## src/design/rvm_pkg.sv

```systemverilog
// ----------------------------------------------------------------------------
// rvm_pkg: shared constants and types for the RMS volume meter
// Fixed field widths, scaling constants and the status bundle that the
// serial arithmetic units report to the sequencer.
// ----------------------------------------------------------------------------
package rvm_pkg;

  localparam int SAMPLE_W = 16;
  localparam int LEVEL_W  = 7;
  localparam int USED_W   = 9;

  // Multiplier operand width of the shift-add unit: one bit retired per cycle
  localparam int MUL_W    = 16;

  // 32767 * 32767, the squared full-scale amplitude
  localparam logic [29:0]        FULL_SCALE_SQ = 30'd1073676289;
  // 100 * 100, the square of the level range
  localparam logic [MUL_W-1:0]   LEVEL_SCALE   = 16'd10000;
  localparam logic [LEVEL_W-1:0] LEVEL_MAX     = 7'd100;

  typedef struct packed {
    logic busy;
    logic done;
  } unit_status_t;

endpackage

```

## src/design/rvm_serial_mul.sv

```systemverilog
// ----------------------------------------------------------------------------
// rvm_serial_mul: bit-serial shift-add multiplier
// Retires one multiplier bit per cycle; a pulse on done marks the product.
// ----------------------------------------------------------------------------
module rvm_serial_mul
  import rvm_pkg::*;
#(
  parameter int P_W = 53
) (
  input  logic             clk,
  input  logic             rst,
  input  logic             start,
  input  logic [P_W-1:0]   mcand_in,
  input  logic [MUL_W-1:0] mplier_in,
  output unit_status_t     status,
  output logic [P_W-1:0]   product
);

  localparam int STEP_W = $clog2(MUL_W);
  localparam logic [STEP_W-1:0] STEP_LAST = STEP_W'(MUL_W - 1);

  logic             running;
  logic             done;
  logic [STEP_W-1:0] step;
  logic [P_W-1:0]   acc;
  logic [P_W-1:0]   mcand;
  logic [MUL_W-1:0] mplier;

  always_ff @(posedge clk) begin
    if (rst) begin
      running <= 1'b0;
      done    <= 1'b0;
      step    <= '0;
    end else begin
      done <= 1'b0;
      if (start) begin
        running <= 1'b1;
        step    <= '0;
      end else if (running) begin
        step <= step + STEP_W'(1);
        if (step == STEP_LAST) begin
          running <= 1'b0;
          done    <= 1'b1;
        end
      end
    end
  end

  // Datapath: add the shifted multiplicand when the low multiplier bit is set
  always_ff @(posedge clk) begin
    if (start) begin
      acc    <= '0;
      mcand  <= mcand_in;
      mplier <= mplier_in;
    end else if (running) begin
      if (mplier[0]) begin
        acc <= acc + mcand;
      end
      mcand  <= {mcand[P_W-2:0], 1'b0};
      mplier <= {1'b0, mplier[MUL_W-1:1]};
    end
  end

  assign status.busy = running;
  assign status.done = done;
  assign product     = acc;

endmodule

```

## src/design/rvm_level_search.sv

```systemverilog
// ----------------------------------------------------------------------------
// rvm_level_search: incremental search for the largest level
// Walks L upward, keeping L*L*unit by adding odd multiples of unit, and stops
// at the last L whose total stays within the bound, or at the top of the range.
// ----------------------------------------------------------------------------
module rvm_level_search
  import rvm_pkg::*;
#(
  parameter int P_W = 53
) (
  input  logic               clk,
  input  logic               rst,
  input  logic               start,
  input  logic [P_W-1:0]     bound,
  input  logic [P_W-1:0]     unit,
  output unit_status_t       status,
  output logic [LEVEL_W-1:0] level
);

  logic               running;
  logic               done;
  logic [LEVEL_W-1:0] lvl;
  logic [P_W-1:0]     total;   // lvl*lvl*unit
  logic [P_W-1:0]     delta;   // (2*lvl+1)*unit
  logic [P_W-1:0]     unit2;
  logic [P_W:0]       total_try;
  logic               fits;

  assign total_try = {1'b0, total} + {1'b0, delta};
  assign fits      = (total_try <= {1'b0, bound}) && (lvl != LEVEL_MAX);

  always_ff @(posedge clk) begin
    if (rst) begin
      running <= 1'b0;
      done    <= 1'b0;
    end else begin
      done <= 1'b0;
      if (start) begin
        running <= 1'b1;
      end else if (running && !fits) begin
        running <= 1'b0;
        done    <= 1'b1;
      end
    end
  end

  always_ff @(posedge clk) begin
    if (start) begin
      lvl   <= '0;
      total <= '0;
      delta <= unit;
      unit2 <= {unit[P_W-2:0], 1'b0};
    end else if (running && fits) begin
      lvl   <= lvl + LEVEL_W'(1);
      total <= total_try[P_W-1:0];
      delta <= delta + unit2;
    end
  end

  assign status.busy = running;
  assign status.done = done;
  assign level       = lvl;

endmodule

```

## src/design/rms_volume_meter_core.sv

```systemverilog
// ----------------------------------------------------------------------------
// rms_volume_meter_core: block RMS level meter for 16-bit audio
// Accumulates squared samples per block and, on the block's last sample,
// reports the RMS level scaled to 0..100 and the number of samples used.
// ----------------------------------------------------------------------------
//
//  Channel | Handshake           | Payload                 | Direction
//  --------+---------------------+-------------------------+----------
//  in      | in_valid / in_stall | sample, block_end       | into core
//  out     | out_valid/out_stall | level, samples_used     | out of core
//
//  A sample is accepted, squared bit-serially in the shared shift-add
//  multiplier and accumulated. A block's last sample adds two more serial
//  products (10000*sum and 32767^2*count) and the level search, one level
//  a cycle. One request is worked on at a time; in_stall is high while it is.
//  Reset clears the sequencer, both accumulators and the output valid.
//  A result held under out_stall does not block the next samples; only the
//  next block's result waits for the output register to free.
//
module rms_volume_meter_core
  import rvm_pkg::*;
#(
  parameter int BLOCK_MAX = 256
) (
  input  logic                clk,
  input  logic                rst,
  input  logic                in_valid,
  output logic                in_stall,
  input  logic [SAMPLE_W-1:0] sample,
  input  logic                block_end,
  output logic                out_valid,
  input  logic                out_stall,
  output logic [LEVEL_W-1:0]  level,
  output logic [USED_W-1:0]   samples_used
);

  // Count holds 0..BLOCK_MAX; the sum of squares is at most 2^30 per count
  localparam int CNT_W = $clog2(BLOCK_MAX + 1);
  localparam int SUM_W = 30 + CNT_W;
  // Products: 10000*sum and up to 101^2 * 32767^2 * count
  localparam int P_W   = 44 + CNT_W;

  typedef enum logic [6:0] {
    ST_IDLE    = 7'b0000001,
    ST_SQUARE  = 7'b0000010,
    ST_CLOSE   = 7'b0000100,
    ST_SCALE_R = 7'b0001000,
    ST_SCALE_U = 7'b0010000,
    ST_SEARCH  = 7'b0100000,
    ST_EMIT    = 7'b1000000
  } state_t;

  state_t state;
  state_t state_next;

  logic [SUM_W-1:0]    square_sum;
  logic [CNT_W-1:0]    sample_count;
  logic                last;
  logic [P_W-1:0]      bound;

  logic                in_accept;
  logic                out_accept;
  logic                take;
  logic [SAMPLE_W-1:0] mag;
  logic                out_free;

  logic                mul_start;
  logic [P_W-1:0]      mul_mcand;
  logic [MUL_W-1:0]    mul_mplier;
  unit_status_t        mul_status;
  logic [P_W-1:0]      mul_product;

  logic                search_start;
  unit_status_t        search_status;
  logic [LEVEL_W-1:0]  search_level;

  assign in_stall   = (state != ST_IDLE);
  assign in_accept  = in_valid && !in_stall;
  assign out_accept = out_valid && !out_stall;
  assign out_free   = !out_valid || !out_stall;

  // Drop samples once the block is full; the block end still closes it
  assign take = (sample_count < CNT_W'(BLOCK_MAX));
  // Magnitude of a two's-complement sample; full-scale negative gives 0x8000
  assign mag  = sample[SAMPLE_W-1] ? (~sample + SAMPLE_W'(1)) : sample;

  // Sequencer and operand selection for the shared multiplier
  always_comb begin
    state_next   = state;
    mul_start    = 1'b0;
    mul_mcand    = '0;
    mul_mplier   = '0;
    search_start = 1'b0;
    unique case (state)
      ST_IDLE: begin
        if (in_accept) begin
          if (take) begin
            mul_start  = !mul_status.busy;
            mul_mcand  = P_W'(mag);
            mul_mplier = mag;
            state_next = ST_SQUARE;
          end else if (block_end) begin
            state_next = ST_CLOSE;
          end
        end
      end
      ST_SQUARE: begin
        if (mul_status.done) begin
          state_next = last ? ST_CLOSE : ST_IDLE;
        end
      end
      ST_CLOSE: begin
        mul_start  = !mul_status.busy;
        mul_mcand  = P_W'(square_sum);
        mul_mplier = LEVEL_SCALE;
        state_next = ST_SCALE_R;
      end
      ST_SCALE_R: begin
        if (mul_status.done) begin
          mul_start  = 1'b1;
          mul_mcand  = P_W'(FULL_SCALE_SQ);
          mul_mplier = MUL_W'(sample_count);
          state_next = ST_SCALE_U;
        end
      end
      ST_SCALE_U: begin
        if (mul_status.done) begin
          search_start = 1'b1;
          state_next   = ST_SEARCH;
        end
      end
      ST_SEARCH: begin
        if (search_status.done) begin
          state_next = ST_EMIT;
        end
      end
      ST_EMIT: begin
        // Hold here while the previous result still waits at the output
        if (out_free) begin
          state_next = ST_IDLE;
        end
      end
      default: begin
        state_next = ST_IDLE;
      end
    endcase
  end

  always_ff @(posedge clk) begin
    if (rst) begin
      state <= ST_IDLE;
    end else begin
      state <= state_next;
    end
  end

  // Accumulators: add the finished square, clear once the result is loaded
  always_ff @(posedge clk) begin
    if (rst) begin
      square_sum   <= '0;
      sample_count <= '0;
    end else if (state == ST_SQUARE && mul_status.done) begin
      square_sum   <= square_sum + SUM_W'(mul_product);
      sample_count <= sample_count + CNT_W'(1);
    end else if (state == ST_EMIT && out_free) begin
      square_sum   <= '0;
      sample_count <= '0;
    end
  end

  // Request payload that outlives the accept cycle
  always_ff @(posedge clk) begin
    if (in_accept) begin
      last <= block_end;
    end
    if (state == ST_SCALE_R && mul_status.done) begin
      bound <= mul_product;
    end
  end

  // Output register: load from the search, release on the downstream accept
  always_ff @(posedge clk) begin
    if (rst) begin
      out_valid <= 1'b0;
    end else if (state == ST_EMIT && out_free) begin
      out_valid <= 1'b1;
    end else if (out_accept) begin
      out_valid <= 1'b0;
    end
  end

  always_ff @(posedge clk) begin
    if (state == ST_EMIT && out_free) begin
      level        <= search_level;
      samples_used <= USED_W'(sample_count);
    end
  end

  rvm_serial_mul #(
    .P_W (P_W)
  ) u_mul (
    .clk       (clk),
    .rst       (rst),
    .start     (mul_start),
    .mcand_in  (mul_mcand),
    .mplier_in (mul_mplier),
    .status    (mul_status),
    .product   (mul_product)
  );

  rvm_level_search #(
    .P_W (P_W)
  ) u_search (
    .clk    (clk),
    .rst    (rst),
    .start  (search_start),
    .bound  (bound),
    .unit   (mul_product),
    .status (search_status),
    .level  (search_level)
  );

endmodule

```

## config.mk

```make
export PLATFORM = sky130hd
export DESIGN_NAME = rms_volume_meter_core
export DESIGN_NICKNAME = d
export VERILOG_FILES = /design/src/design/rvm_pkg.sv /design/src/design/rvm_serial_mul.sv /design/src/design/rvm_level_search.sv /design/src/design/rms_volume_meter_core.sv
export SDC_FILE = /design/constraint.sdc
export NUM_CORES = 1
export LEC_CHECK = 0
export ABC_CLOCK_PERIOD_IN_PS = 9900
export BUFFER_PORTS_ARGS = -buffer_cell sky130_fd_sc_hd__buf_2
export CAP_MARGIN = 20
export CORE_ASPECT_RATIO = 0.7
export CORE_MARGIN = 8
export CORE_UTILIZATION = 62
export CTS_CLUSTER_DIAMETER = 120
export CTS_CLUSTER_SIZE = 28
export DETAILED_ROUTE_END_ITERATION = 12
export PLACE_DENSITY = 0.79
export RECOVER_POWER = 50
export SLEW_MARGIN = 20
export SYNTH_ARGS = -nofsm -noshare
export SYNTH_HDL_FRONTEND = slang
export SYNTH_SLANG_ARGS = --single-unit
export TNS_END_PERCENT = 1
```

## constraint.sdc

```tcl
create_clock -name clk -period 9.9 [get_ports clk]
set_input_delay 1.98 -clock clk [delete_from_list [all_inputs] [get_ports clk]]
set_output_delay 1.98 -clock clk [all_outputs]
set_load 0.01 [all_outputs]
```

After elaboration in Yosys (flattened, before gate mapping)
Index checks and enable logic that the tools add are counted.
Widths: inputs -> output; s select.
{ "classes": {"n_eq_ne": 17, "bitwise": 2, "n_reduce_logical": 24, "n_addsub": 8, "order_cmp": 2, "n_mux": 43} }
{ "ops": {"columns": ["op", "n"], "rows": [
  ["$mux 53", 4],
  ["$pmux 39 s3", 1],
  ["$mux 16", 7],
  ["$add 53x53->53", 2],
  ["$mux 39", 2],
  ["$mux 7", 8],
  ["$add 53x53->54", 1],
  ["$le 54x53->1", 1],
  ["$pmux 7 s7", 1],
  ["$pmux 16 s3", 1],
  ["$add 39x39->39", 1],
  ["$mux 30", 1],
  ["$mux 9", 3],
  ["$add 16x1->16 const B", 1],
  ["$not 16->16", 1],
  ["$mux 1", 13],
  ["$reduce_bool 2->1", 5],
  ["$add 9x1->9 const B", 1],
  ["$lt 9x9->1 const B", 1],
  ["$logic_and 1x1->1", 8],
  ["$ne 2x1->1 const B", 4],
  ["$add 7x1->7 const B", 1],
  ["$eq 7x1->1 const B", 1],
  ["$eq 7x2->1 const B", 1],
  ["other kinds (20)", 26]
]} }
{ "totals": {"word_cells": 116, "register_bits": 421, "out_inout_bits": 18} }

Depth between registers and ports, before layout
Gate-level depths: netlist of run 1.
{ "depth": {"ltp_word": 7, "mapped_depth": 26} }

Hierarchy
A second synthesis of run 1 with hierarchy kept.
{ "unflattened": {"hier_cells": 3090, "hier_area_um2": 28255.8} }
{ "by_module_without_submodules": {"columns": ["module", "n_inst", "seq_area_each_um2", "cells_per_inst", "area_per_inst_um2"], "rows": [
  ["rvm_level_search", 1, 4394.2, 1525, 13060.0],
  ["rvm_serial_mul", 1, 3253.1, 863, 8121.5],
  ["rms_volume_meter_core", 1, 3223.1, 702, 7074.3]
]} }

Worst setup path after synthesis of run 1
OpenSTA, ideal clock, no wires.
{ "synth_path": {"path_type": "flip-flop to flip-flop", "from": "register u_search.delta[5]", "to": "register u_search.delta[10], enable pin", "t_required_ps": 9513, "arrival_ps": 5207, "setup_slack_ps": 4306, "setup_ps": 387, "n_path_buf": 0, "stages_incl_launch_ff": 21, "cell_sequence": "edfxtp_1 -> ha_1 -> a2111o_1 -> o211ai_1 -> a31oi_1 -> a21oi_2 -> o211ai_1 -> a211o_1 -> a211oi_1 -> nor2_1 -> xnor2_1 -> inv_1 -> ha_1 -> a21oi_1 -> nand2_1 -> a2111oi_0 -> o221ai_1 -> a2111oi_0 -> a21oi_1 -> and3b_2 -> or2_2"} }
{ "synth_between": {"elab_chain_len": 5} }
{ "synth_rtl": {"columns": ["item", "line", "rtl"], "rows": [
  ["from (decl)", "rvm_level_search.sv:24", "logic [P_W-1:0] delta;"],
  ["from (signal assigned)", "rvm_level_search.sv:51", "delta <= unit;"],
  ["from (signal assigned)", "rvm_level_search.sv:56", "delta <= delta + unit2;"],
  ["$add 53x53->54", "rvm_level_search.sv:29", "assign total_try = {1'b0, total} + {1'b0, delta};"],
  ["via u_search.total_try[40]", "rvm_level_search.sv:26", "logic [P_W:0] total_try;"],
  ["$le 54x53->1", "rvm_level_search.sv:30", "assign fits = (total_try <= {1'b0, bound}) && (lvl != LEVEL_MAX);"],
  ["$logic_and 1x1->1", "rvm_level_search.sv:30", null],
  ["$logic_and 1x1->1", "rvm_level_search.sv:53", "end else if (running && fits) begin"],
  ["$reduce_bool 2->1 (no line)", null, null]
]} }
The timed path passes the listed nets, and every way through them passes these cells.
A chain may end at the register's enable or synchronous reset.

Final worst setup path of run 1
{ "layout_path": {"from": "register u_search.delta[14]", "to": "register u_search.delta[32], enable pin"} }
Same word-level chain as after synthesis.

==> results of run 1 <==
[power breakdown]
part | leakage [nW] | total, mW | switching [mW] | internal, mW
clock | 0.261 | 0.933 | 0.559 | 0.374
combinational | 7.72 | 1.25 | 0.747 | 0.501
sequential | 3.69 | 2.32 | 0.256 | 2.06
total | 11.7 | 4.50 | 1.56 | 2.94
[stage by stage]
stage          hold WS (ns)  util, %  power [mW]  setup slack, ns  instances
2_1_floorplan         0.440        -        3.20             4.31       2959
3_3_place_gp          0.452     63.6        3.52             2.80       3493
3_5_place_dp          0.458     63.6        3.57             2.80       3493
4_1_cts               0.472     64.9        4.49             2.77       3526
5_1_grt               0.505     64.8        4.74             2.23       3526
6_report              0.476     64.8        4.50             2.79       3526
[cell usage in the layout (no fill, tap or decap), types with 19 or more instances in the layout]
cell | netlist | layout
and3_1 | 36 | 36
edfxtp_1 | 244 | 244
nand2_1 | 312 | 310
a21oi_1 | 324 | 323
nor2_1 | 260 | 259
clkbuf_1 | 99 | 36
nand2b_1 | 29 | 29
inv_1 | 114 | 112
mux2i_1 | 54 | 54
nor3_1 | 38 | 38
a21o_1 | 112 | 112
xnor2_1 | 110 | 110
nand4_1 | 41 | 41
xor2_1 | 91 | 91
buf_2 | 7 | 20
o21bai_1 | 30 | 30
o21ai_0 | 171 | 171
nand3_1 | 117 | 116
nor2b_1 | 28 | 28
a31oi_1 | 40 | 40
o21a_1 | 21 | 21
a211oi_1 | 29 | 29
clkbuf_16 | 0 | 19
ha_1 | 252 | 252
dfxtp_1 | 177 | 177
[cell families after synthesis]
kind of cell / Yosys count
AO/OA/AOI/OAI: 860
adder cells (fa/ha/maj): 256
multiplexers: 54
buffers and inverters: 232
XOR/XNOR: 201
AND/OR/NAND/NOR: 935
flip-flops: 421
[routing by layer]
| metal | part of all wire, % | global-route usage [%] |
|---|---|---|
| met2 | 40 | 38.6 |
| met1 | 48 | 42.5 |
| met5 | 0 | 0 |
| met3 | 10 | 4.74 |
| met4 | 1.3 | 4.03 |
[registers in the layout (all words and copies together), names as in the netlist, 4 cells and up]
register / flops
u_mul.mcand: 53
u_mul.mplier: 16
level: 7
u_search.delta: 53
u_search.total: 53
samples_used: 9
u_search.level: 7
u_search.unit2: 52
square_sum: 39
u_mul.product: 53
u_mul.step: 4
state: 7
bound: 53
sample_count: 9
[final cells by class]
type | instances | area, um^2 | area share (%)
multi-input combinational | 2306 | 15200 | 54.1
sequential | 421 | 10900 | 38.7
tap | 594 | 743 | 2.65
clock buffer | 32 | 524 | 1.87
inverter | 114 | 430 | 1.53
timing repair buffer | 58 | 299 | 1.06
clock inverter | 1 | 30.0 | 0.107
[worst register-to-register path, cell delays in order (launching register included)]
cell and delay [ns]:
edfxtp_1 0.48, ha_1 0.49, nand2_1 0.08, or3_1 0.38, a2111oi_0 0.44, o31a_1 0.32, nor2_1 0.13, o31a_1 0.39
nor3_1 0.20, nor2_1 0.08, xnor2_1 0.23, ha_1 0.30, a21oi_1 0.16, a211oi_1 0.09, a2111oi_0 0.37, o221ai_1 0.18
a2111oi_0 0.40, a21oi_1 0.13, and3b_4 0.67, or2_2 0.84, buf_4 0.45
[worst max-delay path by stage]
stage	endpoint	slack, ns	depth (start not counted)
floorplan	u_search.delta[10]$_DFFE_PP_	4.31	20
global placement	u_search.delta[16]$_DFFE_PP_	2.80	21
detailed placement	u_search.delta[16]$_DFFE_PP_	2.80	21
CTS	u_search.delta[32]$_DFFE_PP_	2.77	21
global route	u_search.delta[32]$_DFFE_PP_	2.23	20
finish	u_search.delta[32]$_DFFE_PP_	2.79	20
==> qor.json, run 1 <==
{
  "final_net_count": 3197,
  "grt_first_pass_wirelength_mm": 111,
  "number_of_top_level_pins": 39,
  "regToRegStartpoint": "u_search.delta[14]$_DFFE_PP_",
  "cts_post_setup_buffers_inserted": 0,
  "critPathBufInv": 1,
  "r2r.worst_path.cells": 20,
  "start_util_pct": 62.3,
  "core_region_area_um2": 43300,
  "crit_path_cell_trace": "ha_1 -> nand2_1 -> or3_1 -> a2111oi_0 -> o31a_1 -> nor2_1 -> o31a_1 -> nor3_1 -> nor2_1 -> xnor2_1 -> ha_1 -> a21oi_1 -> a211oi_1 -> a2111oi_0 -> o221ai_1 -> a2111oi_0 -> a21oi_1 -> and3b_4 -> or2_2 -> buf_4",
  "clock_insertion_delay_worst_skew_ns": 0.55,
  "post-route-drc-count": 0,
  "violations_in_the_final_reports": "max-capacitance violations, max-slew violations",
  "power.density_nw_per_um2": 160,
  "worst_path_most_repeated_cell": "a2111oi_0",
  "synth_enable_flop_cells": 244,
  "grt_pass1_vias": 20600,
  "timing.slew.headroom_pct": -170,
  "synth_ff_type": "edfxtp_1",
  "cap_violations": 5,
  "synth_top_cells_by_count": "a21oi_1 (324), nand2_1 (312), nor2_1 (260)",
  "drt_pre_antenna_iters": 6,
  "cts_tree": "yes",
  "die_height_um": 191,
  "yosys-top-cells-area": "edfxtp_1 (27%), dfxtp_1 (13%), ha_1 (12%), a21oi_1 (6.0%), nand2_1 (4.3%)",
  "timing.setup.tns_ns": 0,
  "mux_share_of_post_synthesis_cell_area_pct": 2.00,
  "synth_top_family_by_area": "compound AO/OA/AOI/OAI gates",
  "final_hold_violations": 0,
  "path_class": "reg -> reg",
  "average_vias_per_placed_instance": 6.32,
  "synth.top_cell.area_share_pct": 27.1,
  "reg_to_reg_critical_path_endpoint": "u_search.delta[32]$_DFFE_PP_",
  "num_clock_sinks": 421,
  "yosysSeqAreaShare_pct": 40.3,
  "leakagePower_nw": 11.7,
  "hold_end": "u_search.total[47]$_SDFFE_PP0P_",
  "slew_viol_final": 261,
  "worst_path_dominant_cell_family": "compound AO/OA/AOI/OAI gates",
  "rrSetupSlack_ns": 2.79,
  "initialDrtViolationCount": 2205,
  "post_synth_inst_count": 2959,
  "peakVddDrop_v": 0.000149,
  "timing.critical_path.fanout_max": 30,
  "numCtsBuffers": 19,
  "grt_remaining_overflow": 0,
  "design.die.area_um2": 50600,
  "final_antenna_net_count": 0,
  "crit_path_capture_type": "flip-flop",
  "core.rowCount": 64,
  "synth.net_count": 3236,
  "worst_tran_pin_value_ns": 4.05,
  "placement.cell_area_um2": 27600,
  "grt_start_max_net_pins": 79,
  "portBuffers": 38,
  "fillCellCount": 3546,
  "path_clk_slew_ns": 0.12,
  "rsz_0062_raised_after_global_routing": "no",
  "ctsHtreeMaxLevel": 1,
  "globalRouteTotalUtil_pct": 26.9,
  "place_hpwl_mm": 52.2,
  "status": "finished with violations",
  "startpoint": "u_search.delta[14]$_DFFE_PP_",
  "period_minus_slack_ns": 7.11,
  "antenna_found_initial": 1,
  "syn_avg_cell_area_um2": 9.12,
  "worst_hold_startpoint": "u_search.total[47]$_SDFFE_PP0P_",
  "yosysTopAreaCell": "edfxtp_1",
  "critical_path_required_ns": 10.13,
  "type_of_the_worst_min_delay_path": "reg -> reg",
  "post-route-period-util_pct": 71.8,
  "synth_xor_area_share_pct": 6.52,
  "clock-root-buffer": "clkbuf_16",
  "drt_wl_total_mm": 69.9,
  "cts_max_path_buffers": 3,
  "final.setup_skew_ns": 0.0362,
  "crit_arrival_ns": 7.34,
  "routed_wire_length_per_instance_um": 19.8,
  "post_cts_hold_buffer_count": 0,
  "synth_compound_area_share_pct": 19.7,
  "antenna-diode-count": 0,
  "yosys.cell_count.top_type": "a21oi_1",
  "layout-drive-gt1-share_pct": 3.17,
  "place.gp.congestion": 0.970,
  "ys_seq_elements": 421,
  "synthSimpleGateAreaFrac_pct": 15.9,
  "min_delay_path_depth": 2,
  "cts_resized": 0,
  "layout.cell_area.non_filler_um2": 28100,
  "synth_area_um2": 27000,
  "yosys_warnings": 0,
  "count_of_unique_library_cells_instantiated_by_yosys": 80,
  "floorplan_die_width_um": 265,
  "crit_slowest_cell": "or2_2",
  "max_freq_ghz": 0.141,
  "area_delta_synth_final_pct": 4.01,
  "vias": 22300,
  "postSynth.asyncResetShare_pct": 0,
  "worst_setup_path_start_kind": "flip-flop",
  "endpoints_failing_setup": 0,
  "synthAdderAreaFrac_pct": 12.0,
  "critPathMaxStageDelay_ns": 0.83
}
(Power assumes the default switching activity.)
==> run 2, diff against run 1 <==
ABC_CLOCK_PERIOD_IN_PS = 7250   (was 9900)
clock period = 7.25 ns   (was 9.9 ns; I/O delays follow)
==> run 2 against run 1 <==
  * The flow still finishes with violations (max-capacitance violations, max-slew violations)
  * Sequential share of layout area is essentially flat
  * Cell area is essentially flat
  * Sequential cell count is the same
  * Largest cell class unchanged
==> qor.json, run 2 (synthesis results as in run 1) <==
{
  "worst_tran_pin_value": {"value": 3.60, "unit": "ns", "change": "was 4.05 ns"},
  "total_switching_power": {"value": 2.12, "unit": "mW", "change": "was 1.56 mW"},
  "path_clk_slew": {"value": 0.12, "unit": "ns", "change": "about the same"},
  "multi_input_gate_area": {"value": 15200, "unit": "um^2", "change": "about the same"},
  "r2r.worst_path.cells": {"value": 23, "change": "was 20"},
  "grt_remaining_overflow": {"value": 0, "change": "unchanged"},
  "mostFrequentLayoutCell": {"value": "a21oi_1", "change": "unchanged"},
  "globalRouteTotalUtil": {"value": 26.6, "unit": "%", "change": "was 26.9%"},
  "period_minus_slack": {"value": 6.40, "unit": "ns", "change": "was 7.11 ns"},
  "grt_first_pass_wirelength": {"value": 110, "unit": "mm", "change": "was 111 mm"},
  "comb_power_share": {"value": 27.8, "unit": "%", "change": "was 27.7%"},
  "reg_to_reg_critical_path_endpoint": {"value": "u_search.running$_SDFFE_PP0P_", "change": "was u_search.delta[32]$_DFFE_PP_"},
  "die_height": {"value": 191, "unit": "um", "change": "unchanged"},
  "max_freq": {"value": 0.156, "unit": "GHz", "change": "was 0.141 GHz"},
  "post-route-drc-count": {"value": 0, "change": "unchanged"},
  "num_clock_sinks": {"value": 421, "change": "unchanged"},
  "ctsHtreeMaxLevel": {"value": 1, "change": "unchanged"},
  "final_net_count": {"value": 3196, "change": "was 3197"},
  "endpoints_failing_setup": {"value": 0, "change": "unchanged"},
  "drt_pre_antenna_iters": {"value": 6, "change": "unchanged"},
  "top_library_cells_by_usage_in_the_layout_fill_and_taps_aside": {"value": "a21oi_1 (323), nand2_1 (310), nor2_1 (259)", "change": "unchanged"},
  "fin_util": {"value": 64.8, "unit": "%", "change": "about the same"},
  "grt_start_max_net_pins": {"value": 78, "change": "was 79"},
  "violations_in_the_final_reports": {"value": "max-capacitance violations, max-slew violations", "change": "unchanged"},
  "cts_tree": {"value": "yes", "change": "unchanged"},
  "timing.critical_path.fanout_max": {"value": 46, "change": "was 30"},
  "cts_resized": {"value": 0, "change": "unchanged"},
  "floorplan_die_width": {"value": 265, "unit": "um", "change": "unchanged"},
  "seq_power_share": {"value": 51.3, "unit": "%", "change": "was 51.5%"},
  "place_hpwl": {"value": 52.5, "unit": "mm", "change": "was 52.2 mm"},
  "regToRegStartpoint": {"value": "u_search.total[0]$_SDFFE_PP0P_", "change": "was u_search.delta[14]$_DFFE_PP_"},
  "initialDrtViolationCount": {"value": 2367, "change": "was 2205"},
  "layout-drive-gt1-share": {"value": 3.10, "unit": "%", "change": "was 3.17%"},
  "place.gp.congestion": {"value": 0.971, "change": "was 0.970"},
  "drt_wl_total": {"value": 70.1, "unit": "mm", "change": "was 69.9 mm"},
  "worst_hold_startpoint": {"value": "u_search.total[47]$_SDFFE_PP0P_", "change": "unchanged"},
  "hold_end": {"value": "u_search.total[47]$_SDFFE_PP0P_", "change": "unchanged"},
  "core.rowCount": {"value": 64, "change": "unchanged"},
  "antenna-diode-count": {"value": 0, "change": "unchanged"},
  "slew_viol_final": {"value": 482, "change": "was 261"},
  "power.density": {"value": 219, "unit": "nW/um^2", "change": "was 160 nW/um^2"},
  "numCtsBuffers": {"value": 19, "change": "unchanged"},
  "timing.setup.tns": {"value": 0, "unit": "ns", "change": "unchanged"},
  "leakagePower": {"value": 11.7, "unit": "nW", "change": "about the same"},
  "p_int": {"value": 4.02, "unit": "mW", "change": "was 2.94 mW"},
  "status": {"value": "finished with violations", "change": "unchanged"},
  "rsz_0062_raised_after_global_routing": {"value": "no", "change": "unchanged"},
  "final.setup_skew": {"value": 0.0398, "unit": "ns", "change": "was 0.0362 ns"},
  "area_delta_synth_final": {"value": 4.06, "unit": "%", "change": "was 4.01%"},
  "min_delay_path_depth": {"value": 2, "change": "unchanged"},
  "average_vias_per_placed_instance": {"value": 6.36, "change": "was 6.32"},
  "crit_path_capture_type": {"value": "flip-flop", "change": "unchanged"},
  "cts_post_setup_buffers_inserted": {"value": 0, "change": "unchanged"},
  "critical_path_required": {"value": 7.56, "unit": "ns", "change": "was 10.13 ns"},
  "start_util": {"value": 62.3, "unit": "%", "change": "unchanged"},
  "final_hold_violations": {"value": 0, "change": "unchanged"},
  "crit_arrival": {"value": 6.71, "unit": "ns", "change": "was 7.34 ns"},
  "fillCellCount": {"value": 3555, "change": "was 3546"},
  "power.clock.fraction": {"value": 20.8, "unit": "%", "change": "was 20.7%"},
  "rrSetupSlack": {"value": 0.85, "unit": "ns", "change": "was 2.79 ns"},
  "design.die.area": {"value": 50600, "unit": "um^2", "change": "unchanged"},
  "path_class": {"value": "reg -> reg", "change": "unchanged"},
  "clock-root-buffer": {"value": "clkbuf_16", "change": "unchanged"},
  "cap_violations": {"value": 9, "change": "was 5"},
  "number_of_top_level_pins": {"value": 39, "change": "unchanged"},
  "netSwitchingFraction": {"value": 34.6, "unit": "%", "change": "was 34.7%"},
  "sequential_cell_area": {"value": 10900, "unit": "um^2", "change": "unchanged"},
  "post_cts_hold_buffer_count": {"value": 0, "change": "unchanged"},
  "type_of_the_worst_min_delay_path": {"value": "reg -> reg", "change": "unchanged"},
  "timing.slew.headroom": {"value": -140, "unit": "%", "change": "was -170%"},
  "worst_setup_path_start_kind": {"value": "flip-flop", "change": "unchanged"},
  "grt_pass1_vias": {"value": 20700, "change": "was 20600"},
  "routed_wire_length_per_instance": {"value": 19.9, "unit": "um", "change": "was 19.8 um"},
  "cts_max_path_buffers": {"value": 3, "change": "unchanged"},
  "core_region_area": {"value": 43300, "unit": "um^2", "change": "unchanged"},
  "post-route-period-util": {"value": 88.3, "unit": "%", "change": "was 71.8%"},
  "peakVddDrop": {"value": 0.000165, "unit": "V", "change": "was 0.000149 V"},
  "portBuffers": {"value": 38, "change": "unchanged"},
  "vias": {"value": 22400, "change": "was 22300"},
  "antenna_found_initial": {"value": 1, "change": "unchanged"},
  "clock_insertion_delay_worst_skew": {"value": 0.56, "unit": "ns", "change": "was 0.55 ns"},
  "final_antenna_net_count": {"value": 0, "change": "unchanged"}
}
## run 2: cell count changes in the layout (fill, tap and decap cells not counted), sizes merged
cell      previous run  this run
buf                 35        32
clkbuf              55        57
clkinv               2         1
clkinvlp             0         1
inv                113       114
## run 2: power by group through the flow
stage / sequential, mW / clock (mW) / combinational, mW
finish: 3.15 / 1.28 / 1.71
global route: 3.17 / 1.38 / 1.90
CTS: 3.13 / 1.31 / 1.68
detailed placement: 3.19 / 0 / 1.67
global placement: 3.17 / 0 / 1.62
floorplan: 3.02 / 0 / 1.36
## run 2: through the flow
stage / total power, mW / hold slack, ns / std cells / instance area [um^2] / worst slack (ns)
floorplan: 4.37 / 0.440 / 2959 / 27000 / 1.66
global placement: 4.79 / 0.452 / 3492 / 27600 / 1.31
finish: 6.14 / 0.480 / 3526 / 28100 / 0.851
detailed placement: 4.86 / 0.461 / 3492 / 27600 / 1.10
global route: 6.45 / 0.500 / 3526 / 28100 / 0.420
CTS: 6.12 / 0.479 / 3526 / 28200 / 1.07
## run 2: cell type report
class / count / share of cell area (%)
multi-input combinational: 2306 / 54.0
inverter: 114 / 1.53
clock inverter: 2 / 0.138
tap: 594 / 2.65
sequential: 421 / 38.7
clock buffer: 32 / 1.87
timing repair buffer: 57 / 1.10
## run 2: worst max path at each step
stage / from / to / slack [ns] / cells after the start
finish: u_search.total[0]$_SDFFE_PP0P_ / u_search.running$_SDFFE_PP0P_ / 0.85 / 23
global route: u_search.delta[5]$_DFFE_PP_ / u_search.level[5]$_SDFFE_PP0P_ / 0.42 / 23
global placement: u_search.delta[5]$_DFFE_PP_ / u_search.delta[50]$_DFFE_PP_ / 1.31 / 21
detailed placement: u_search.delta[15]$_DFFE_PP_ / u_search.delta[50]$_DFFE_PP_ / 1.10 / 20
floorplan: u_search.delta[5]$_DFFE_PP_ / u_search.delta[10]$_DFFE_PP_ / 1.66 / 20
CTS: u_search.delta[15]$_DFFE_PP_ / u_search.delta[39]$_DFFE_PP_ / 1.07 / 20
## run 2: worst max-delay path: stages (launching register included)
cell	delay [ns]
dfxtp_1	0.36
ha_1	0.22
inv_1	0.07
fa_1	0.41
nand2b_1	0.19
a21oi_1	0.28
o211ai_1	0.20
a31oi_1	0.42
a21oi_2	0.19
o31ai_1	0.45
o41ai_2	0.22
o21ai_0	0.28
xor2_1	0.15
ha_1	0.32
nand4_1	0.11
nor4_1	0.33
nand3_1	0.17
a221oi_1	0.31
a2111oi_0	0.12
a21oi_1	0.21
and3b_4	0.24
or2_2	0.41
buf_12	0.28
nor2b_1	0.17
## run 2: per-layer routing
layer  GRT usage [%]  part of all wire (%)  wire length, um
met4            4.79                   1.6             1100
met5               0                     0                0
met1            41.6                    47            33300
met2            38.5                    40            28000
met3            4.44                    11             7700
